**config.mk**
```make
export PLATFORM = sky130hd
export DESIGN_NAME = ds_twr_responder_flat
export DESIGN_NICKNAME = d
export VERILOG_FILES = /design/src/hw/rtl/dstwr_pkg.sv /design/src/hw/rtl/dstwr_if.sv /design/src/hw/rtl/dstwr_mul.sv /design/src/hw/rtl/dstwr_div.sv /design/src/hw/rtl/ds_twr_responder.sv /design/src/flat_wrapper.sv
export SDC_FILE = /design/constraint.sdc
export NUM_CORES = 2
export LEC_CHECK = 0
export BUFFER_PORTS_ARGS = -buffer_cell sky130_fd_sc_hd__buf_2
export CELL_PAD_IN_SITES_DETAIL_PLACEMENT = 0
export CELL_PAD_IN_SITES_GLOBAL_PLACEMENT = 1
export CORE_MARGIN = 2
export CORE_UTILIZATION = 30
export CTS_BUF_LIST = sky130_fd_sc_hd__clkbuf_4
export DETAILED_ROUTE_END_ITERATION = 12
export GPL_TIMING_DRIVEN = 0
export PLACE_DENSITY_LB_ADDON = 0.1
export SYNTH_ARGS = -nofsm -noshare
export SYNTH_HDL_FRONTEND = slang
export SYNTH_SLANG_ARGS = --single-unit
```
**constraint.sdc**
```tcl
create_clock -name clock -period 14.2 [get_ports clock]
set_input_delay 2.84 -clock clock [delete_from_list [all_inputs] [get_ports clock]]
set_output_delay 2.84 -clock clock [all_outputs]
set_load 0.01 [all_outputs]
```
**src/hw/rtl/dstwr_pkg.sv**
```systemverilog
// Shared types and constants for the two-way ranging responder.
`default_nettype none

package dstwr_pkg;

   localparam int ID_W        = 8;
   localparam int TYPE_W      = 8;
   localparam int LEN_W       = 10;
   localparam int TIME_W      = 40;
   localparam int STAMP_W     = 32;
   localparam int SCALE_W     = 24;
   localparam int DIST_W      = 16;
   localparam int OUTCOME_W   = 2;
   localparam int CSR_IDX_W   = 2;
   localparam int CSR_DATA_W  = 40;
   localparam int MUL_W       = 32;
   localparam int PROD_W      = 2 * MUL_W;
   localparam int DEN_W       = STAMP_W + 2;
   localparam int DIV_STEPS   = PROD_W;
   localparam int DIV_CNT_W   = $clog2(DIV_STEPS);
   localparam int TOF_LIMIT_W = 40;

   localparam logic [LEN_W-1:0]   MAX_FRAME_BYTES = LEN_W'(24);
   localparam logic [TYPE_W-1:0]  TYPE_POLL       = 8'hF1;
   localparam logic [TYPE_W-1:0]  TYPE_FINAL      = 8'hF3;
   localparam logic [SCALE_W-1:0] SCALE_RESET     = SCALE_W'(307385);
   localparam logic [DIST_W-1:0]  DIST_MAX        = '1;

   localparam logic [CSR_IDX_W-1:0] CSR_MY_ID          = 2'd0;
   localparam logic [CSR_IDX_W-1:0] CSR_RESPONSE_DELAY = 2'd1;
   localparam logic [CSR_IDX_W-1:0] CSR_DISTANCE_SCALE = 2'd2;

   typedef enum logic [OUTCOME_W-1:0] {
      OUT_FAIL     = 2'd0,
      OUT_RESPOND  = 2'd1,
      OUT_DISTANCE = 2'd2
   } outcome_type;

   typedef enum logic [3:0] {
      ST_IDLE,
      ST_CHECK,
      ST_MUL_P1,
      ST_MUL_P2,
      ST_SUB,
      ST_DIV,
      ST_MUL_LO,
      ST_MUL_HI,
      ST_SUM,
      ST_DONE
   } state_type;

   typedef struct packed {
      logic                operation;
      logic [ID_W-1:0]     peer_id;
      logic [TYPE_W-1:0]   frame_type;
      logic [ID_W-1:0]     frame_source;
      logic [ID_W-1:0]     frame_dest;
      logic [LEN_W-1:0]    frame_length;
      logic [TIME_W-1:0]   rx_time;
      logic [TIME_W-1:0]   tx_time;
      logic [STAMP_W-1:0]  round_a;
      logic [STAMP_W-1:0]  reply_a;
   } req_item_type;

   typedef struct packed {
      outcome_type         outcome;
      logic [STAMP_W-1:0]  response_time;
      logic [ID_W-1:0]     response_target;
      logic [DIST_W-1:0]   distance;
   } rsp_item_type;

   typedef struct packed {
      logic busy;
      logic done;
   } div_status_type;

endpackage

`default_nettype wire

```
**src/hw/rtl/dstwr_if.sv**
```systemverilog
// Handshake channel interfaces for requests, responses and register writes.
`default_nettype none

interface dstwr_req_if;
   import dstwr_pkg::*;
   logic                valid;
   logic                ready;
   logic                operation;
   logic [ID_W-1:0]     peer_id;
   logic [TYPE_W-1:0]   frame_type;
   logic [ID_W-1:0]     frame_source;
   logic [ID_W-1:0]     frame_dest;
   logic [LEN_W-1:0]    frame_length;
   logic [TIME_W-1:0]   rx_time;
   logic [TIME_W-1:0]   tx_time;
   logic [STAMP_W-1:0]  round_a;
   logic [STAMP_W-1:0]  reply_a;
   modport source (output valid, operation, peer_id, frame_type, frame_source, frame_dest,
                   frame_length, rx_time, tx_time, round_a, reply_a, input ready);
   modport sink (input valid, operation, peer_id, frame_type, frame_source, frame_dest,
                 frame_length, rx_time, tx_time, round_a, reply_a, output ready);
endinterface

interface dstwr_rsp_if;
   import dstwr_pkg::*;
   logic                 valid;
   logic                 ready;
   logic [OUTCOME_W-1:0] outcome;
   logic [STAMP_W-1:0]   response_time;
   logic [ID_W-1:0]      response_target;
   logic [DIST_W-1:0]    distance;
   modport source (output valid, outcome, response_time, response_target, distance,
                   input ready);
   modport sink (input valid, outcome, response_time, response_target, distance,
                 output ready);
endinterface

interface dstwr_csr_if;
   import dstwr_pkg::*;
   logic                  valid;
   logic                  ready;
   logic [CSR_IDX_W-1:0]  index;
   logic [CSR_DATA_W-1:0] data;
   modport source (output valid, index, data, input ready);
   modport sink (input valid, index, data, output ready);
endinterface

`default_nettype wire

```
**src/hw/rtl/dstwr_mul.sv**
```systemverilog
// Shared 32 by 32 unsigned multiplier with a registered product.
`default_nettype none

module dstwr_mul (
   input  wire logic                          clock,
   input  wire logic [dstwr_pkg::MUL_W-1:0]   mul_a,
   input  wire logic [dstwr_pkg::MUL_W-1:0]   mul_b,
   output logic      [dstwr_pkg::PROD_W-1:0]  product_ff
);
   import dstwr_pkg::*;

   logic [PROD_W-1:0] product_in;

   assign product_in = PROD_W'(mul_a) * PROD_W'(mul_b);

   always_ff @(posedge clock) begin
      product_ff <= product_in;
   end

endmodule

`default_nettype wire

```
**src/hw/rtl/dstwr_div.sv**
```systemverilog
// Serial restoring divider, one quotient bit per cycle.
`default_nettype none

module dstwr_div (
   input  wire logic                          clock,
   input  wire logic                          reset,
   input  wire logic                          start,
   input  wire logic [dstwr_pkg::PROD_W-1:0]  dividend,
   input  wire logic [dstwr_pkg::DEN_W-1:0]   divisor,
   output dstwr_pkg::div_status_type          status,
   output logic      [dstwr_pkg::PROD_W-1:0]  quotient
);
   import dstwr_pkg::*;

   logic                 busy_ff, busy_in;
   logic                 done_ff, done_in;
   logic [DIV_CNT_W-1:0] cnt_ff, cnt_in;
   logic [DEN_W-1:0]     rem_ff, rem_in;
   logic [DEN_W-1:0]     den_ff, den_in;
   logic [PROD_W-1:0]    quo_ff, quo_in;
   logic [DEN_W:0]       shifted;
   logic [DEN_W:0]       trial;
   logic                 fits;

   // The quotient register starts out holding the dividend; its top bit is
   // shifted into the partial remainder each step as a quotient bit comes in below.
   assign shifted = {rem_ff, quo_ff[PROD_W-1]};
   assign trial   = shifted - {1'b0, den_ff};
   assign fits    = shifted >= {1'b0, den_ff};

   always_comb begin
      busy_in = busy_ff;
      done_in = 1'b0;
      cnt_in  = cnt_ff;
      rem_in  = rem_ff;
      den_in  = den_ff;
      quo_in  = quo_ff;
      if (start) begin
         busy_in = 1'b1;
         cnt_in  = '0;
         rem_in  = '0;
         den_in  = divisor;
         quo_in  = dividend;
      end else if (busy_ff) begin
         rem_in = fits ? trial[DEN_W-1:0] : shifted[DEN_W-1:0];
         quo_in = {quo_ff[PROD_W-2:0], fits};
         cnt_in = cnt_ff + 1'b1;
         if (&cnt_ff) begin
            busy_in = 1'b0;
            done_in = 1'b1;
         end
      end
   end

   always_ff @(posedge clock) begin
      if (reset) begin
         busy_ff <= 1'b0;
         done_ff <= 1'b0;
      end else begin
         busy_ff <= busy_in;
         done_ff <= done_in;
      end
      cnt_ff <= cnt_in;
      rem_ff <= rem_in;
      den_ff <= den_in;
      quo_ff <= quo_in;
   end

   always_comb begin
      status.busy = busy_ff;
      status.done = done_ff;
   end

   assign quotient = quo_ff;

endmodule

`default_nettype wire

```
**src/hw/rtl/ds_twr_responder.sv**
```systemverilog
// Top level of the two-way ranging responder: sequencer, registers and checks.
//
// Channel   Direction  Word
// req_bus   in         one receive event (frame header, timestamps, initiator times)
// rsp_bus   out        outcome, delayed response time and target, distance
// csr_bus   in         register index and write data, always ready
//
// A failed or poll event gives its response word after the check step, and a matching
// final frame with a zero divisor or no positive flight time after the subtract step.
// A matching final frame that divides runs through the 64-step serial divider and the
// passes through the shared 32x32 multiplier; the passes after the divide are skipped
// when the quotient saturates.
// The block takes one event at a time; the next event is accepted once the
// sequencer is back in idle, even while the previous response word waits.
// Synchronous reset returns to waiting for a poll with default registers.
`default_nettype none

module ds_twr_responder (
   input  wire logic  clock,
   input  wire logic  reset,
   dstwr_req_if.sink  req_bus,
   dstwr_rsp_if.source rsp_bus,
   dstwr_csr_if.sink  csr_bus
);
   import dstwr_pkg::*;

   state_type          state_ff, state_in;
   logic               awaiting_ff, awaiting_in;
   logic [ID_W-1:0]    target_ff, target_in;
   logic [TIME_W-1:0]  poll_time_ff, poll_time_in;
   logic [ID_W-1:0]    my_id_ff;
   logic [TIME_W-1:0]  delay_ff;
   logic [SCALE_W-1:0] scale_ff;
   req_item_type       item_ff, item_in;
   logic [STAMP_W-1:0] rb_ff, rb_in;
   logic [STAMP_W-1:0] db_ff, db_in;
   logic [DEN_W-1:0]   den_ff, den_in;
   logic [PROD_W-1:0]  p1_ff, p1_in;
   logic [PROD_W-1:0]  acc_ff, acc_in;
   rsp_item_type       res_ff, res_in;
   rsp_item_type       rsp_ff, rsp_in;
   logic               rsp_valid_ff, rsp_valid_in;

   logic [MUL_W-1:0]   mul_a, mul_b;
   logic [PROD_W-1:0]  mul_p;
   logic               div_start;
   div_status_type     div_stat;
   logic [PROD_W-1:0]  div_quo;
   logic [PROD_W:0]    diff;
   logic [PROD_W-1:0]  total;
   logic [TIME_W-1:0]  resp_sum;
   logic [TIME_W-1:0]  rb_full, db_full;
   logic               bad_frame;
   logic               poll_ok, final_ok;

   dstwr_mul u_mul (
      .clock      (clock),
      .mul_a      (mul_a),
      .mul_b      (mul_b),
      .product_ff (mul_p)
   );

   dstwr_div u_div (
      .clock    (clock),
      .reset    (reset),
      .start    (div_start),
      .dividend (diff[PROD_W-1:0]),
      .divisor  (den_ff),
      .status   (div_stat),
      .quotient (div_quo)
   );

   assign bad_frame = item_ff.operation || (item_ff.frame_length > MAX_FRAME_BYTES);
   assign poll_ok   = (item_ff.frame_type == TYPE_POLL) &&
                      (item_ff.frame_source == item_ff.peer_id) &&
                      (item_ff.frame_dest == my_id_ff);
   assign final_ok  = (item_ff.frame_type == TYPE_FINAL) &&
                      (item_ff.frame_source == target_ff) &&
                      (item_ff.frame_dest == my_id_ff);
   assign resp_sum  = item_ff.rx_time + delay_ff;
   assign rb_full   = item_ff.rx_time - item_ff.tx_time;
   assign db_full   = item_ff.tx_time - poll_time_ff;
   assign diff      = {1'b0, p1_ff} - {1'b0, mul_p};
   assign total     = acc_ff + {mul_p[MUL_W-1:0], {MUL_W{1'b0}}};

   always_comb begin
      state_in     = state_ff;
      awaiting_in  = awaiting_ff;
      target_in    = target_ff;
      poll_time_in = poll_time_ff;
      item_in      = item_ff;
      rb_in        = rb_ff;
      db_in        = db_ff;
      den_in       = den_ff;
      p1_in        = p1_ff;
      acc_in       = acc_ff;
      res_in       = res_ff;
      rsp_in       = rsp_ff;
      rsp_valid_in = rsp_valid_ff;
      mul_a        = '0;
      mul_b        = '0;
      div_start    = 1'b0;

      if (rsp_valid_ff && rsp_bus.ready) begin
         rsp_valid_in = 1'b0;
      end

      unique case (state_ff)
         ST_IDLE: begin
            if (req_bus.valid) begin
               item_in.operation    = req_bus.operation;
               item_in.peer_id      = req_bus.peer_id;
               item_in.frame_type   = req_bus.frame_type;
               item_in.frame_source = req_bus.frame_source;
               item_in.frame_dest   = req_bus.frame_dest;
               item_in.frame_length = req_bus.frame_length;
               item_in.rx_time      = req_bus.rx_time;
               item_in.tx_time      = req_bus.tx_time;
               item_in.round_a      = req_bus.round_a;
               item_in.reply_a      = req_bus.reply_a;
               state_in             = ST_CHECK;
            end
         end
         ST_CHECK: begin
            res_in.outcome         = OUT_FAIL;
            res_in.response_time   = '0;
            res_in.response_target = '0;
            res_in.distance        = '0;
            state_in               = ST_DONE;
            if (bad_frame) begin
               awaiting_in = 1'b0;
            end else if (!awaiting_ff) begin
               if (poll_ok) begin
                  awaiting_in            = 1'b1;
                  target_in              = item_ff.frame_source;
                  poll_time_in           = item_ff.rx_time;
                  res_in.outcome         = OUT_RESPOND;
                  res_in.response_time   = resp_sum[TIME_W-1:TIME_W-STAMP_W];
                  res_in.response_target = item_ff.frame_source;
               end
            end else begin
               awaiting_in = 1'b0;
               if (final_ok) begin
                  rb_in    = rb_full[STAMP_W-1:0];
                  db_in    = db_full[STAMP_W-1:0];
                  den_in   = DEN_W'(item_ff.round_a) + DEN_W'(rb_full[STAMP_W-1:0]) +
                             DEN_W'(item_ff.reply_a) + DEN_W'(db_full[STAMP_W-1:0]);
                  state_in = ST_MUL_P1;
               end
            end
         end
         ST_MUL_P1: begin
            mul_a    = item_ff.round_a;
            mul_b    = rb_ff;
            state_in = ST_MUL_P2;
         end
         ST_MUL_P2: begin
            mul_a    = item_ff.reply_a;
            mul_b    = db_ff;
            p1_in    = mul_p;
            state_in = ST_SUB;
         end
         ST_SUB: begin
            // mul_p now holds the second product; the borrow of diff is the compare.
            state_in = ST_DONE;
            if (den_ff == '0) begin
               res_in.outcome = OUT_FAIL;
            end else if (!diff[PROD_W] && (diff[PROD_W-1:0] != '0)) begin
               div_start = 1'b1;
               state_in  = ST_DIV;
            end else begin
               res_in.outcome  = OUT_DISTANCE;
               res_in.distance = '0;
            end
         end
         ST_DIV: begin
            if (div_stat.done) begin
               state_in = ST_MUL_LO;
            end
         end
         ST_MUL_LO: begin
            res_in.outcome = OUT_DISTANCE;
            if (|div_quo[PROD_W-1:TOF_LIMIT_W]) begin
               res_in.distance = DIST_MAX;
               state_in        = ST_DONE;
            end else begin
               mul_a    = div_quo[MUL_W-1:0];
               mul_b    = MUL_W'(scale_ff);
               state_in = ST_MUL_HI;
            end
         end
         ST_MUL_HI: begin
            mul_a    = MUL_W'(div_quo[TOF_LIMIT_W-1:MUL_W]);
            mul_b    = MUL_W'(scale_ff);
            acc_in   = mul_p;
            state_in = ST_SUM;
         end
         ST_SUM: begin
            // Scaled flight time is Q16; keep bits 31:16 unless the upper half is set.
            if (|total[PROD_W-1:MUL_W]) begin
               res_in.distance = DIST_MAX;
            end else begin
               res_in.distance = total[MUL_W-1:MUL_W-DIST_W];
            end
            state_in = ST_DONE;
         end
         ST_DONE: begin
            if (!rsp_valid_ff || rsp_bus.ready) begin
               rsp_in       = res_ff;
               rsp_valid_in = 1'b1;
               state_in     = ST_IDLE;
            end
         end
         default: begin
            state_in = ST_IDLE;
         end
      endcase
   end

   always_ff @(posedge clock) begin
      if (reset) begin
         state_ff <= ST_IDLE;
      end else begin
         state_ff <= state_in;
      end
   end

   always_ff @(posedge clock) begin
      if (reset) begin
         awaiting_ff  <= 1'b0;
         target_ff    <= '0;
         poll_time_ff <= '0;
         rsp_valid_ff <= 1'b0;
         my_id_ff     <= '0;
         delay_ff     <= '0;
         scale_ff     <= SCALE_RESET;
      end else begin
         awaiting_ff  <= awaiting_in;
         target_ff    <= target_in;
         poll_time_ff <= poll_time_in;
         rsp_valid_ff <= rsp_valid_in;
         if (csr_bus.valid) begin
            unique case (csr_bus.index)
               CSR_MY_ID:          my_id_ff <= csr_bus.data[ID_W-1:0];
               CSR_RESPONSE_DELAY: delay_ff <= csr_bus.data[TIME_W-1:0];
               CSR_DISTANCE_SCALE: scale_ff <= csr_bus.data[SCALE_W-1:0];
               default: begin
               end
            endcase
         end
      end
      item_ff <= item_in;
      rb_ff   <= rb_in;
      db_ff   <= db_in;
      den_ff  <= den_in;
      p1_ff   <= p1_in;
      acc_ff  <= acc_in;
      res_ff  <= res_in;
      rsp_ff  <= rsp_in;
   end

   assign req_bus.ready           = (state_ff == ST_IDLE);
   assign csr_bus.ready           = 1'b1;
   assign rsp_bus.valid           = rsp_valid_ff;
   assign rsp_bus.outcome         = rsp_ff.outcome;
   assign rsp_bus.response_time   = rsp_ff.response_time;
   assign rsp_bus.response_target = rsp_ff.response_target;
   assign rsp_bus.distance        = rsp_ff.distance;

   // The divider only runs while the sequencer waits for it.
   assert property (@(posedge clock) disable iff (reset)
      div_stat.busy |-> state_ff == ST_DIV)
      else $error("divider busy outside the divide step");

   // Entering the final-frame phase always comes with a response request.
   assert property (@(posedge clock) disable iff (reset)
      $rose(awaiting_ff) |-> (state_ff == ST_DONE) && (res_ff.outcome == OUT_RESPOND))
      else $error("final-frame phase entered without a response request");

   // Only a response request carries a transmit time and a target.
   assert property (@(posedge clock) disable iff (reset)
      rsp_valid_ff && (rsp_ff.outcome != OUT_RESPOND) |->
         (rsp_ff.response_time == '0) && (rsp_ff.response_target == '0))
      else $error("response fields set on a word that is not a response request");

endmodule

`default_nettype wire

```
**src/flat_wrapper.sv**
```systemverilog
// flat-port wrapper written by rule: the top's interface ports become plain ports
module ds_twr_responder_flat import dstwr_pkg::*;
  (clock, reset, req_bus_valid, req_bus_operation, req_bus_peer_id, req_bus_frame_type, req_bus_frame_source, req_bus_frame_dest, req_bus_frame_length, req_bus_rx_time, req_bus_tx_time, req_bus_round_a, req_bus_reply_a, req_bus_ready, rsp_bus_valid, rsp_bus_outcome, rsp_bus_response_time, rsp_bus_response_target, rsp_bus_distance, rsp_bus_ready, csr_bus_valid, csr_bus_index, csr_bus_data, csr_bus_ready);
  dstwr_req_if req_bus_i ();
  dstwr_rsp_if rsp_bus_i ();
  dstwr_csr_if csr_bus_i ();
  input  wire logic clock;
  input  wire logic reset;
  input wire logic [$bits(req_bus_i.valid)-1:0] req_bus_valid;
  input wire logic [$bits(req_bus_i.operation)-1:0] req_bus_operation;
  input wire logic [$bits(req_bus_i.peer_id)-1:0] req_bus_peer_id;
  input wire logic [$bits(req_bus_i.frame_type)-1:0] req_bus_frame_type;
  input wire logic [$bits(req_bus_i.frame_source)-1:0] req_bus_frame_source;
  input wire logic [$bits(req_bus_i.frame_dest)-1:0] req_bus_frame_dest;
  input wire logic [$bits(req_bus_i.frame_length)-1:0] req_bus_frame_length;
  input wire logic [$bits(req_bus_i.rx_time)-1:0] req_bus_rx_time;
  input wire logic [$bits(req_bus_i.tx_time)-1:0] req_bus_tx_time;
  input wire logic [$bits(req_bus_i.round_a)-1:0] req_bus_round_a;
  input wire logic [$bits(req_bus_i.reply_a)-1:0] req_bus_reply_a;
  output wire logic [$bits(req_bus_i.ready)-1:0] req_bus_ready;
  output wire logic [$bits(rsp_bus_i.valid)-1:0] rsp_bus_valid;
  output wire logic [$bits(rsp_bus_i.outcome)-1:0] rsp_bus_outcome;
  output wire logic [$bits(rsp_bus_i.response_time)-1:0] rsp_bus_response_time;
  output wire logic [$bits(rsp_bus_i.response_target)-1:0] rsp_bus_response_target;
  output wire logic [$bits(rsp_bus_i.distance)-1:0] rsp_bus_distance;
  input wire logic [$bits(rsp_bus_i.ready)-1:0] rsp_bus_ready;
  input wire logic [$bits(csr_bus_i.valid)-1:0] csr_bus_valid;
  input wire logic [$bits(csr_bus_i.index)-1:0] csr_bus_index;
  input wire logic [$bits(csr_bus_i.data)-1:0] csr_bus_data;
  output wire logic [$bits(csr_bus_i.ready)-1:0] csr_bus_ready;
  assign req_bus_i.valid = req_bus_valid;
  assign req_bus_i.operation = req_bus_operation;
  assign req_bus_i.peer_id = req_bus_peer_id;
  assign req_bus_i.frame_type = req_bus_frame_type;
  assign req_bus_i.frame_source = req_bus_frame_source;
  assign req_bus_i.frame_dest = req_bus_frame_dest;
  assign req_bus_i.frame_length = req_bus_frame_length;
  assign req_bus_i.rx_time = req_bus_rx_time;
  assign req_bus_i.tx_time = req_bus_tx_time;
  assign req_bus_i.round_a = req_bus_round_a;
  assign req_bus_i.reply_a = req_bus_reply_a;
  assign req_bus_ready = req_bus_i.ready;
  assign rsp_bus_valid = rsp_bus_i.valid;
  assign rsp_bus_outcome = rsp_bus_i.outcome;
  assign rsp_bus_response_time = rsp_bus_i.response_time;
  assign rsp_bus_response_target = rsp_bus_i.response_target;
  assign rsp_bus_distance = rsp_bus_i.distance;
  assign rsp_bus_i.ready = rsp_bus_ready;
  assign csr_bus_i.valid = csr_bus_valid;
  assign csr_bus_i.index = csr_bus_index;
  assign csr_bus_i.data = csr_bus_data;
  assign csr_bus_ready = csr_bus_i.ready;
  ds_twr_responder u_core (.clock(clock), .reset(reset), .req_bus(req_bus_i), .rsp_bus(rsp_bus_i), .csr_bus(csr_bus_i));
endmodule
```
* After elaboration in Yosys (flattened, before gate mapping)
Cells that the tools add are included.
Cells by class: shifts and indexed selects 0, add/sub/neg operators 10, $lt $le $gt $ge 2, multiplexer cells 41, reduce and logical (&&, ||, !) cells 32, $mul 1, bitwise logic cells 4, divide/modulo/power cells 0, equal/unequal tests 23
Operators with widths (count):
- case mux 32 bit (4 select lines) | 2
- two-way mux 64 bit | 2
- two-way mux 42 bit | 2
- adder 34 x 32 -> 34 bit | 2
- subtractor 64 x 64 -> 65 bit | 1
- adder 64 bit | 1
- multiplier 32 x 32 -> 64 bit | 1
- two-way mux 16 bit | 4
- case mux 16 bit (4 select lines) | 1
- nonzero test 64 bit | 1
- subtractor 32 bit | 2
- two-way mux 41 bit | 1
- adder 40 bit | 1
- case mux 4 bit (10 select lines) | 1
- two-way mux 4 bit | 9
- >= comparator 35 x 34 -> 1 bit | 1
- logical NOT 34 bit | 1
- two-way mux 34 bit | 1
- subtractor 34 bit | 1
- adder 32 x 32 -> 33 bit | 1
- two-way mux 32 bit | 1
- OR reduction 32 bit | 1
- == test 8 bit | 3
- two-way mux 24 bit | 1
- other kinds (30) | 71
Word-level totals: output and inout bits 61, latch bits 0, register bits 843, logic and storage cells 151, memory bits (writable) 0, ROM bits 0, memories 0

* Logic depth before layout (Yosys ltp)
depth in word-level cells 7, gate-level depth with buffers 41, depth with buffers taken out 37

* Modules after synthesis
A second synthesis with hierarchy kept.
Unflattened totals: cell total of the unflattened synthesis 7909, area, all modules 78058.6 um^2
Modules (own cells, without submodules):
- ds_twr_responder | cells each 3452, area each 35938.2 um^2, instances 1
- dstwr_mul | cells each 3781, area each 34655.7 um^2, instances 1
- dstwr_div | cells each 676, area each 7464.7 um^2, instances 1

* Least setup slack after synthesis
OpenSTA, ideal clock, no wires.
path kind register to register, start point reg u_core.state_ff[2], end point reg u_core.u_mul.product_ff[62] (netlist name), buffers on the path 5, path slack 2.784 ns, setup time 0.127 ns, arrival 11.290 ns, stages on the path, launching flop included 38, data required time 14.073 ns, cells stage by stage dfxtp_1 -> clkbuf_1 -> nand2b_1 -> nor2_1 -> or2_2 -> clkbuf_1 -> clkbuf_1 -> nand2_1 -> and2_1 -> clkbuf_1 -> buf_1 -> nor2_1 -> fa_1 -> fa_1 -> fa_1 -> inv_1 -> fa_1 -> inv_1 -> [... 2 more ...] -> fa_1 -> inv_1 -> fa_1 -> inv_1 -> ha_1 -> and3_1 -> and2_1 -> a221oi_1 -> o22ai_1 -> a211o_1 -> o31ai_1 -> o21ba_2 -> o2111ai_1 -> o211ai_1 -> o21ai_0 -> nand2b_1 -> o21ai_0 -> xor2_1
Between the ends: longest elaborated chain between the ends 3
RTL lines:
- from (decl) | RTL line ds_twr_responder.sv:27 | state_type state_ff, state_in;
- from (signal assigned) | RTL line ds_twr_responder.sv:224 | state_ff <= state_in;
- == test 4 x 3 -> 1 bit / == test 4 x 2 -> 1 bit (equally long branches) | RTL line ds_twr_responder.sv:108 | unique case (state_ff)
- case mux 32 bit (4 select lines) | RTL line ds_twr_responder.sv:108
- multiplier 32 x 32 -> 64 bit * | RTL line dstwr_mul.sv:14 | assign product_in = PROD_W'(mul_a) * PROD_W'(mul_b);
- via u_core.u_mul.product_in[62] | RTL line dstwr_mul.sv:12 | logic [PROD_W-1:0] product_in;
- to (signal assigned) | RTL line dstwr_mul.sv:17 | product_ff <= product_in;
- to (decl) | RTL line dstwr_mul.sv:8 | output logic [dstwr_pkg::PROD_W-1:0] product_ff
The timed path passes the listed nets; every way through them passes the cells marked *. A chain may end at the register's enable or synchronous reset.

* Final worst setup path
start point reg u_core.state_ff[0], end point reg u_core.u_mul.product_ff[62] (netlist name)
Same word-level chain as after synthesis.

==> results.cfg <==
[run_status]
outcome = finished with violations
violations = capacitance limit, slew limit

[routing]
dr_total_vias = 58997
routed_via_density = 4.96
drcViolationCount = 0
firstDrtPassIters = 6
final_antenna_net_count = 0
drt_iter0_drc = 4872
wire_per_inst_um = 26.6
wl_um = 317000

[synth]
synth_seq_cells = 827
yosysTopAreaCell = fa_1
ys_seq_area_share_pct = 29.8
syn-num-nets = 9532
synthTopCellsByArea = fa_1 25%, edfxtp_1 24%, ha_1 9.2%
synth_cell_type_count = 87
ys_warn_count = 0
synth-edff-count = 603
synth_top_area_share_pct = 24.7
netlist_area_mm2 = 0.0759
synthArstFlopShare_pct = 0
synth_cells = 7806
avgSynthCellArea_um2 = 9.72
ys.flop_type = edfxtp_1

[clocking]
cts_buffers = 224
clkSinkCount = 827
clk_pin_slew_ns = 0.07
cts_root_buf = clkbuf_4
cts_buffer_depth = 3
ctsHoldBuffers = 0
cts_resized = 0
cts_tree = yes
clk_latency_ns = 1.31
htreeDepth = 4
post_cts_buffers = 0

[placement]
gp_congestion = 0.970
hpwl_um = 266000
port-buffer-count = 284

[power]
peakVddDrop_mv = 0.153
p_per_area_mw_per_mm2 = 85.6
leakage_nw = 36.0
p_total_w = 0.00728

[global_route]
grt_pass1_vias = 60949
globalRouteOverflowTotal = 0
grt_pass1_wl_um = 451000
grt.total_usage_pct = 24.6
grt_antenna_before_repair = 37
grt_start_max_net_pins = 66

[setup_path]
required_ns = 15.40
crit_top_cell = fa_1
crit_path_end_kind = flop
critPathBufInv = 9
crit_family = adder cells
arrival_ns = 14.21
slowest_delay_ns = 0.86
critPathKind = flop to flop
startpoint_type = flop
cpMaxStageDelayCell = a22oi_1
crit_fanout = 10

[floorplan]
die_x_um = 507
ios = 295
core_mm2 = 0.251
rows = 184
start_util_pct = 30.2
die_area_mm2 = 0.257
die_h_um = 507

[sta]
fin_skew_ns = 0.0996
fmax_ghz = 0.0768
slew_violations = 22
finalSetupViolCount = 0
min_period_over_period_pct = 91.6
worstMarginPinSlew_ns = 1.53
rsz0062_at_grt = no
final_hold_viol_count = 0
min_period_ns = 13.01
max-slew-margin-rel_pct = -2.14

[layout]
drive_gt1_share_pct = 9.46
nets = 10068
fill_cells = 26393
syn_to_final_growth_pct = 12.0
post-route-util_pct = 33.8

[job]
drv_cap = 2

[hold_path]
min_path_type = flop to flop
[kinds of logic after synthesis]
kind of cell	after synthesis	share of synthesized area [%]
AOI/OAI and AO/OA	1192	10.3
xor gates and xnor gates	312	3.60
adders and majority gates	1492	33.8
buffers and inverters	1517	7.59
DFF	827	29.8
muxes	75	1.22
other	1	0.00494
and+or+nand+nor	2390	13.7
[layout make-up]
cell class | count | area [µm²] | share of cell area [%]
diodes | 21 | 52.6 | 0.0618
clock inverters | 79 | 405 | 0.477
repair buffers | 310 | 1860 | 2.19
inverters | 1204 | 4520 | 5.31
well taps | 3348 | 4190 | 4.93
flip-flops and latches | 827 | 22600 | 26.6
clock buffers | 340 | 2550 | 3.00
plain buffers | 313 | 1250 | 1.47
multi-input cells | 5462 | 47600 | 56.0
[synth_stat cells, types with 10 or more instances]
library cell / count
o21ai_0: 166
nand3b_1: 21
o41ai_1: 12
or2_2: 20
inv_1: 1203
mux2i_1: 28
o31ai_1: 17
o21bai_1: 55
nor2_1: 839
nor3b_1: 12
a31oi_1: 27
a22o_1: 15
a21o_1: 128
o211ai_1: 22
a2111oi_0: 10
nand3_1: 68
a211o_1: 11
a21oi_1: 423
ha_1: 557
nand2b_1: 74
and4_1: 15
or3_1: 22
a22oi_1: 56
nand2_1: 968
mux2_4: 32
fa_1: 935
a211oi_2: 28
nand4_1: 62
buf_1: 22
and2_1: 70
dfxtp_1: 224
o22ai_1: 14
clkbuf_1: 279
xor2_1: 96
nor2b_1: 46
nor3_1: 64
a211oi_1: 30
and3_1: 48
xnor2_1: 216
edfxtp_1: 603
o21a_1: 70
mux2_1: 11
nor4_1: 37
[per-stage QoR]
| stage | TNS [ns] | hold slack, ns | worst slack, ns | instances | cell area [µm²] |
|---|---|---|---|---|---|
| floorplan | 0 | 0.400 | 2.78 | 7806 | 75900 |
| global placement | -111.90 | 0.401 | -4.00 | 11438 | 81500 |
| detailed placement | 0 | 0.405 | 1.32 | 11464 | 82000 |
| CTS | 0 | 0.365 | 1.28 | 11883 | 85000 |
| global route | 0 | 0.357 | 0.741 | 11897 | 85000 |
| finish | 0 | 0.379 | 1.19 | 11904 | 85000 |
[cell usage in the layout (no fill, tap or decap), types with 30 or more instances in the layout]
cell and count:
inv_1 1202, nand2_1 968, fa_1 935, nor2_1 837, edfxtp_1 603, ha_1 557
a21oi_1 423, clkbuf_4 341, buf_2 289, clkbuf_1 274, dfxtp_1 224, xnor2_1 216
o21ai_0 166, a21o_1 128, xor2_1 96, nand2b_1 73, o21a_1 70, and2_1 69
nand3_1 68, nand4_1 62, nor3_1 62, o21bai_1 55, a22oi_1 54, clkinv_1 52
and3_1 47, nor2b_1 46, nor4_1 36, mux2_4 32, a211oi_1 30
[state kept, by name, summed over array words and instances (netlist names), 16 cells and up]
name / count
u_core.acc_ff: 48
u_core.res_ff: 58
u_core.scale_ff: 24
u_core.rsp_bus.response_time: 32
u_core.item_ff: 179
u_core.u_mul.product_ff: 64
u_core.p1_ff: 64
u_core.delay_ff: 40
u_core.rsp_bus.distance: 16
u_core.u_div.rem_ff: 34
u_core.poll_time_ff: 32
u_core.u_div.quotient: 64
u_core.db_ff: 32
u_core.u_div.den_ff: 34
u_core.rb_ff: 32
u_core.den_ff: 34
[layer usage]
| layer | track usage [%] | routed length, µm |
|---|---|---|
| met1 | 35.6 | 151000 |
| met2 | 37.6 | 137000 |
| met3 | 3.63 | 17200 |
| met4 | 7.65 | 10800 |
| met5 | 0 | 194 |
[path summary, 6_finish.rpt]
check                                        from                                     endpoint  slack [ns]  depth (start not counted)
hold / removal    u_core.res_ff[22]$_SDFFCE_PP0P_  u_core.rsp_bus.response_target[6]$_DFFE_PP_        0.38                          0
hold reg to reg   u_core.res_ff[22]$_SDFFCE_PP0P_  u_core.rsp_bus.response_target[6]$_DFFE_PP_        0.38                          0
setup reg to reg  u_core.state_ff[0]$_SDFFE_PP0P_          u_core.u_mul.product_ff[62]$_DFF_P_        1.19                         35
setup / recovery  u_core.state_ff[0]$_SDFFE_PP0P_          u_core.u_mul.product_ff[62]$_DFF_P_        1.19                         35
[power by group]
part | switching, W | leakage (nW) | total, W | internal (W)
Clock | 0.00111 | 1.75 | 0.00222 | 0.00111
Sequential | 0.0000718 | 7.16 | 0.00284 | 0.00277
Combinational | 0.00141 | 27.1 | 0.00223 | 0.000814
No activity file was read; power rests on OpenSTA's default activity.
